<file path="src/rtl/belt_skid.sv">
module belt_skid (
    input  logic         i_clk,
    input  logic         i_rst_n,
    input  logic         i_valid,
    input  logic [127:0] i_data,
    output logic         o_ready,
    output logic         o_valid,
    output logic [127:0] o_data,
    input  logic         i_ready
);
    logic         r_out_valid;
    logic [127:0] r_out_data;
    logic         r_skid_valid;
    logic [127:0] r_skid_data;

    // The upstream side sees only whether the spare register is empty.
    assign o_ready = !r_skid_valid;

    always_ff @(posedge i_clk) begin
        if (!i_rst_n) begin
            r_out_valid  <= 1'b0;
            r_skid_valid <= 1'b0;
        end else if (!r_out_valid || i_ready) begin
            if (r_skid_valid) begin
                r_out_valid  <= 1'b1;
                r_skid_valid <= 1'b0;
            end else begin
                r_out_valid <= i_valid;
            end
        end else if (i_valid && !r_skid_valid) begin
            r_skid_valid <= 1'b1;
        end
    end

    always_ff @(posedge i_clk) begin
        if (!r_out_valid || i_ready) begin
            r_out_data <= r_skid_valid ? r_skid_data : i_data;
        end else if (!r_skid_valid) begin
            r_skid_data <= i_data;
        end
    end

    assign o_valid = r_out_valid;
    assign o_data  = r_out_data;

endmodule

</file>
<file path="config.mk">
export PLATFORM = sky130hd
export DESIGN_NAME = belt_skid
export DESIGN_NICKNAME = d
export VERILOG_FILES = /design/src/rtl/belt_skid.sv
export SDC_FILE = /design/constraint.sdc
export NUM_CORES = 1
export LEC_CHECK = 0
export BUFFER_PORTS_ARGS = -buffer_cell sky130_fd_sc_hd__buf_4
export CORE_MARGIN = 1.5
export CORE_UTILIZATION = 52
export CTS_CLUSTER_DIAMETER = 200
export DETAILED_ROUTE_END_ITERATION = 16
export PLACE_DENSITY = 0.8
export SLEW_MARGIN = 0
export SYNTH_ARGS = -nofsm -noshare
export SYNTH_HDL_FRONTEND = slang
export SYNTH_SLANG_ARGS = --single-unit
</file>
<file path="constraint.sdc">
create_clock -name i_clk -period 17.6 [get_ports i_clk]
set_input_delay 1.76 -clock i_clk [delete_from_list [all_inputs] [get_ports i_clk]]
set_output_delay 1.76 -clock i_clk [all_outputs]
set_load 0.02 [all_outputs]
</file>
* Yosys cells after proc, flatten, opt, wreduce, memory -nomap -nowiden
Index checks and enable logic that the tools add are counted.
Widths: inputs -> output; s select.
** Storage, ports and cells
- Register bits :: 258
- Input port bits :: 132
- Output and inout bits :: 130
- Word-level logic and storage cells :: 12
** Operators by class
- Reductions and logical operators :: 5
- Bitwise operators :: 1
- Muxes and demuxes :: 2
** Operator list (number)
- $mux 128 :: 1
- $logic_not 1->1 :: 2
- $reduce_or 2->1 :: 1
- $logic_and 1x1->1 :: 1
- $logic_or 1x1->1 :: 1
- $mux 1 :: 1
- $not 1->1 :: 1

* Longest topological paths before layout
- Word-level depth :: 3
- Gate-level depth with buffers :: 5
- Gate-level depth less buffers :: 3

* Worst setup path after synthesis
OpenSTA, ideal clock, no wires.
- Kind :: in2reg
- Start point :: input i_ready
- End point :: register r_out_data[0] (netlist: o_data[0]), enable pin
- Arrival time :: 13837 ps
- Slack :: 3137 ps
- Setup time :: 626 ps
- Cell stages on the path :: 2
- Buffers on the path :: 0
- Path through :: nor2b_1 > inv_1
** Between the ends
- Word-level cells in the longest chain between the ends :: 1
** RTL lines
- start: declaration :: RTL line 9 : input logic i_ready
- $logic_or 1x1->1 :: RTL line 36 : if (!r_out_valid || i_ready) begin
- end signal: assignment :: RTL line 37 : r_out_data <= r_skid_valid ? r_skid_data : i_data;
- end: declaration :: RTL line 12 : logic [127:0] r_out_data;
Every way passes these cells.
A chain may end at the register's enable or synchronous reset.

* Worst setup path in the final report
- Start point :: input i_ready
- End point :: register r_out_data[42] (netlist: o_data[42]), enable pin
Same word-level chain as after synthesis.

==> out/metrics.cfg <==
[hold_path]
hp-class = register to register
worstHoldEndpoint = o_data[93]
whs_path_depth = 1
min_from = r_skid_data[93]

[setup_path]
worst-setup-path-type = primary input to register
crit_path_start_kind = primary input
crit_top_cell = buf_4
slowest_delay_ns = 0.87
critPathTopFamily = buffers and inverters
worstPathCellList = buf_4 > nor2b_4 > buf_4 > inv_4 > buf_4
worstPathMaxFanout = 77
arrival_ns = 3.90
r2r_slack_ns = 14.77
r2r_start = o_valid
crit_buf_inv = 4
rr_worst_depth = 4
crit_slowest_cell = buf_4
regToRegEndpoint = o_data[42]
worst_setup_path_end_kind = register
required_ns = 17.73

[layout]
fin_util_pct = 70.1
seq_area_um2 = 7730
drive_gt1_share_pct = 61.7
diodes = 0
nets = 818
multi_input_area_um2 = 1800
synthToLayoutAreaGrowth_pct = 31.0
nFillCells = 1120

[detailed_routing]
vias = 4813
route.detailed.drc = 17
wl_um = 19000
dr.pass1.iters = 11
wl_per_cell_um = 20.3
antenna_left = 0
drtIter0Drc = 215
drt-vias-per-instance = 5.15

[synthesis]
ys_ff_latch = 258
synth.distinct_cells = 12
synth_top_area_share_pct = 79.5
avgSynthCellArea_um2 = 23.8
synth_warnings = 0
syn-num-nets = 539
syn_inst = 407
synthesis.area_um2 = 9670
synth_top_cell_by_area = edfxtp_1
ys_seq_area_share_pct = 79.9
yosys-top-cells-area = edfxtp_1 79%, mux2_4 14%, mux2_2 4.8%, buf_6 1.2%, dfxtp_1 0.41%

[timing]
hold_violations = 0
setup_viol = 0
max-slew-margin-rel_pct = 28.7
period_minus_slack_ns = 3.77
slew_violations = 0
rsz0062_at_grt = false
fin_worst_skew_ns = 0.00714
worst_pin_slew_ns = 1.07
finalCritPeriodShare_pct = 21.4
fmax_mhz = 265
setup_ws_ns = 13.83
finalSetupTns_ns = 0

[pwr]
pwr-share-seq_pct = 51.8
p_per_area_nw_per_um2 = 111
p_leak_nw = 4.97
p_int_mw = 1.11
power.switching_uw = 299
swShare_pct = 21.2
pwr-share-clk_pct = 38.4
combPwrFrac_pct = 9.8
peakVddDrop_mv = 0.106

[placed_design]
dp_hpwl_um = 12300
port_buffers = 261
gp_congestion = 0.795
post-place-ws_ns = 13.28

[floorplan]
dieArea_um2 = 19400
core_um2 = 18100
die_h_um = 139
rows = 49
chipWidth_um = 139
start_util_pct = 53.5
io_pins = 262

[flow_run]
drv_cap = 0

[cts]
post_cts_buffers = 0
insertion_delay_ns = 0.52
cts_max_path_buffers = 3
cts_tree = built
clk_pin_slew_worst_paths_ns = 0.06
cts_resized = 0
cts-root-buf = clkbuf_16
ctsHtreeMaxLevel = 1
cts.sinks = 258
ctsHoldBuffers = 0
numCtsBuffers = 26

[global_routing]
antenna_found_initial = 0
grt_max_degree = 78
grt_pass1_vias = 5184
grt_pass1_wl_um = 29300
gr-total-overflow = 0
grt_usage_pct = 19.6

[run_status]
outcome = finished with violations
violations = design-rule violations

## layout make-up
cell class              instances  area share [%]
well taps                     229            2.26
repair buffers                266            15.8
clock inverters                 9           0.839
clock buffers                  38            5.88
inverters                       2          0.0790
flip-flops and latches        258            61.0
multi-input cells             132            14.2
## layer usage
layer / global-route usage, % / part of all wire, % / vias up
met2: 31.1 / 48 / 204
met3: 5.44 / 8.7 / 45
met5: 0 / 0 / -
met1: 25.3 / 39 / 2384
met4: 8.96 / 4.0 / 0
li1: - / - / 2180
## logic make-up after synthesis
family / share of synthesized area [%]
flip-flops: 79.9
AO/OA/AOI/OAI: 0.142
buffers and inverters: 1.60
AND/OR/NAND/NOR: 0.103
multiplexers: 18.3
## power groups by stage
stage          Clock [mW]  Combinational, mW  Sequential, mW
6_report            0.541              0.138           0.729
5_1_grt             0.577              0.146           0.732
4_1_cts             0.552              0.140           0.730
3_5_place_dp            0              0.139           0.742
3_3_place_gp            0              0.136           0.741
2_1_floorplan           0             0.0385           0.773
## worst max-delay path by stage
| stage | end | slack, ns | startpoint | cells past startpoint |
|---|---|---|---|---|
| after floorplan | o_data[0] | 3.14 | i_ready | 2 |
| after global placement | o_data[109] | 13.37 | i_ready | 5 |
| after detailed placement | o_data[105] | 13.28 | i_ready | 5 |
| after CTS | o_data[104] | 13.83 | i_ready | 5 |
| after global routing | o_data[98] | 13.66 | i_ready | 5 |
| final | o_data[42] | 13.83 | i_ready | 5 |
## synth_stat cells
library cell / number
edfxtp_1: 256
mux2_4: 87
mux2_2: 41
buf_6: 10
buf_2: 4
dfxtp_1: 2
inv_1: 2
buf_8: 1
nor2_1: 1
nor2b_1: 1
o21ai_0: 1
o31a_1: 1
## cell usage in the layout (no fill, tap or decap), types with 2 or more instances in the layout
cell	n
buf_4	266
bufinv_16	2
clkbuf_1	7
clkbuf_16	26
clkbuf_8	5
clkinv_1	2
clkinv_2	3
edfxtp_1	256
mux2_2	41
mux2_4	87
## state kept, by name (all words and copies together) (netlist names)
register      count
o_data          128
o_valid           1
r_skid_data     128
r_skid_valid      1
## through the flow
step / instances / power (mW) / hold WS (ns) / instance area [µm²]
3_3_place_gp: 887 / 0.876 / 0.544 / 11800
5_1_grt: 934 / 1.45 / 0.574 / 12700
6_report: 934 / 1.41 / 0.560 / 12700
2_1_floorplan: 407 / 0.812 / 0.535 / 9670
3_5_place_dp: 887 / 0.881 / 0.549 / 11800
4_1_cts: 934 / 1.42 / 0.564 / 12700
Note: power is estimated with default switching activity, not from simulation.
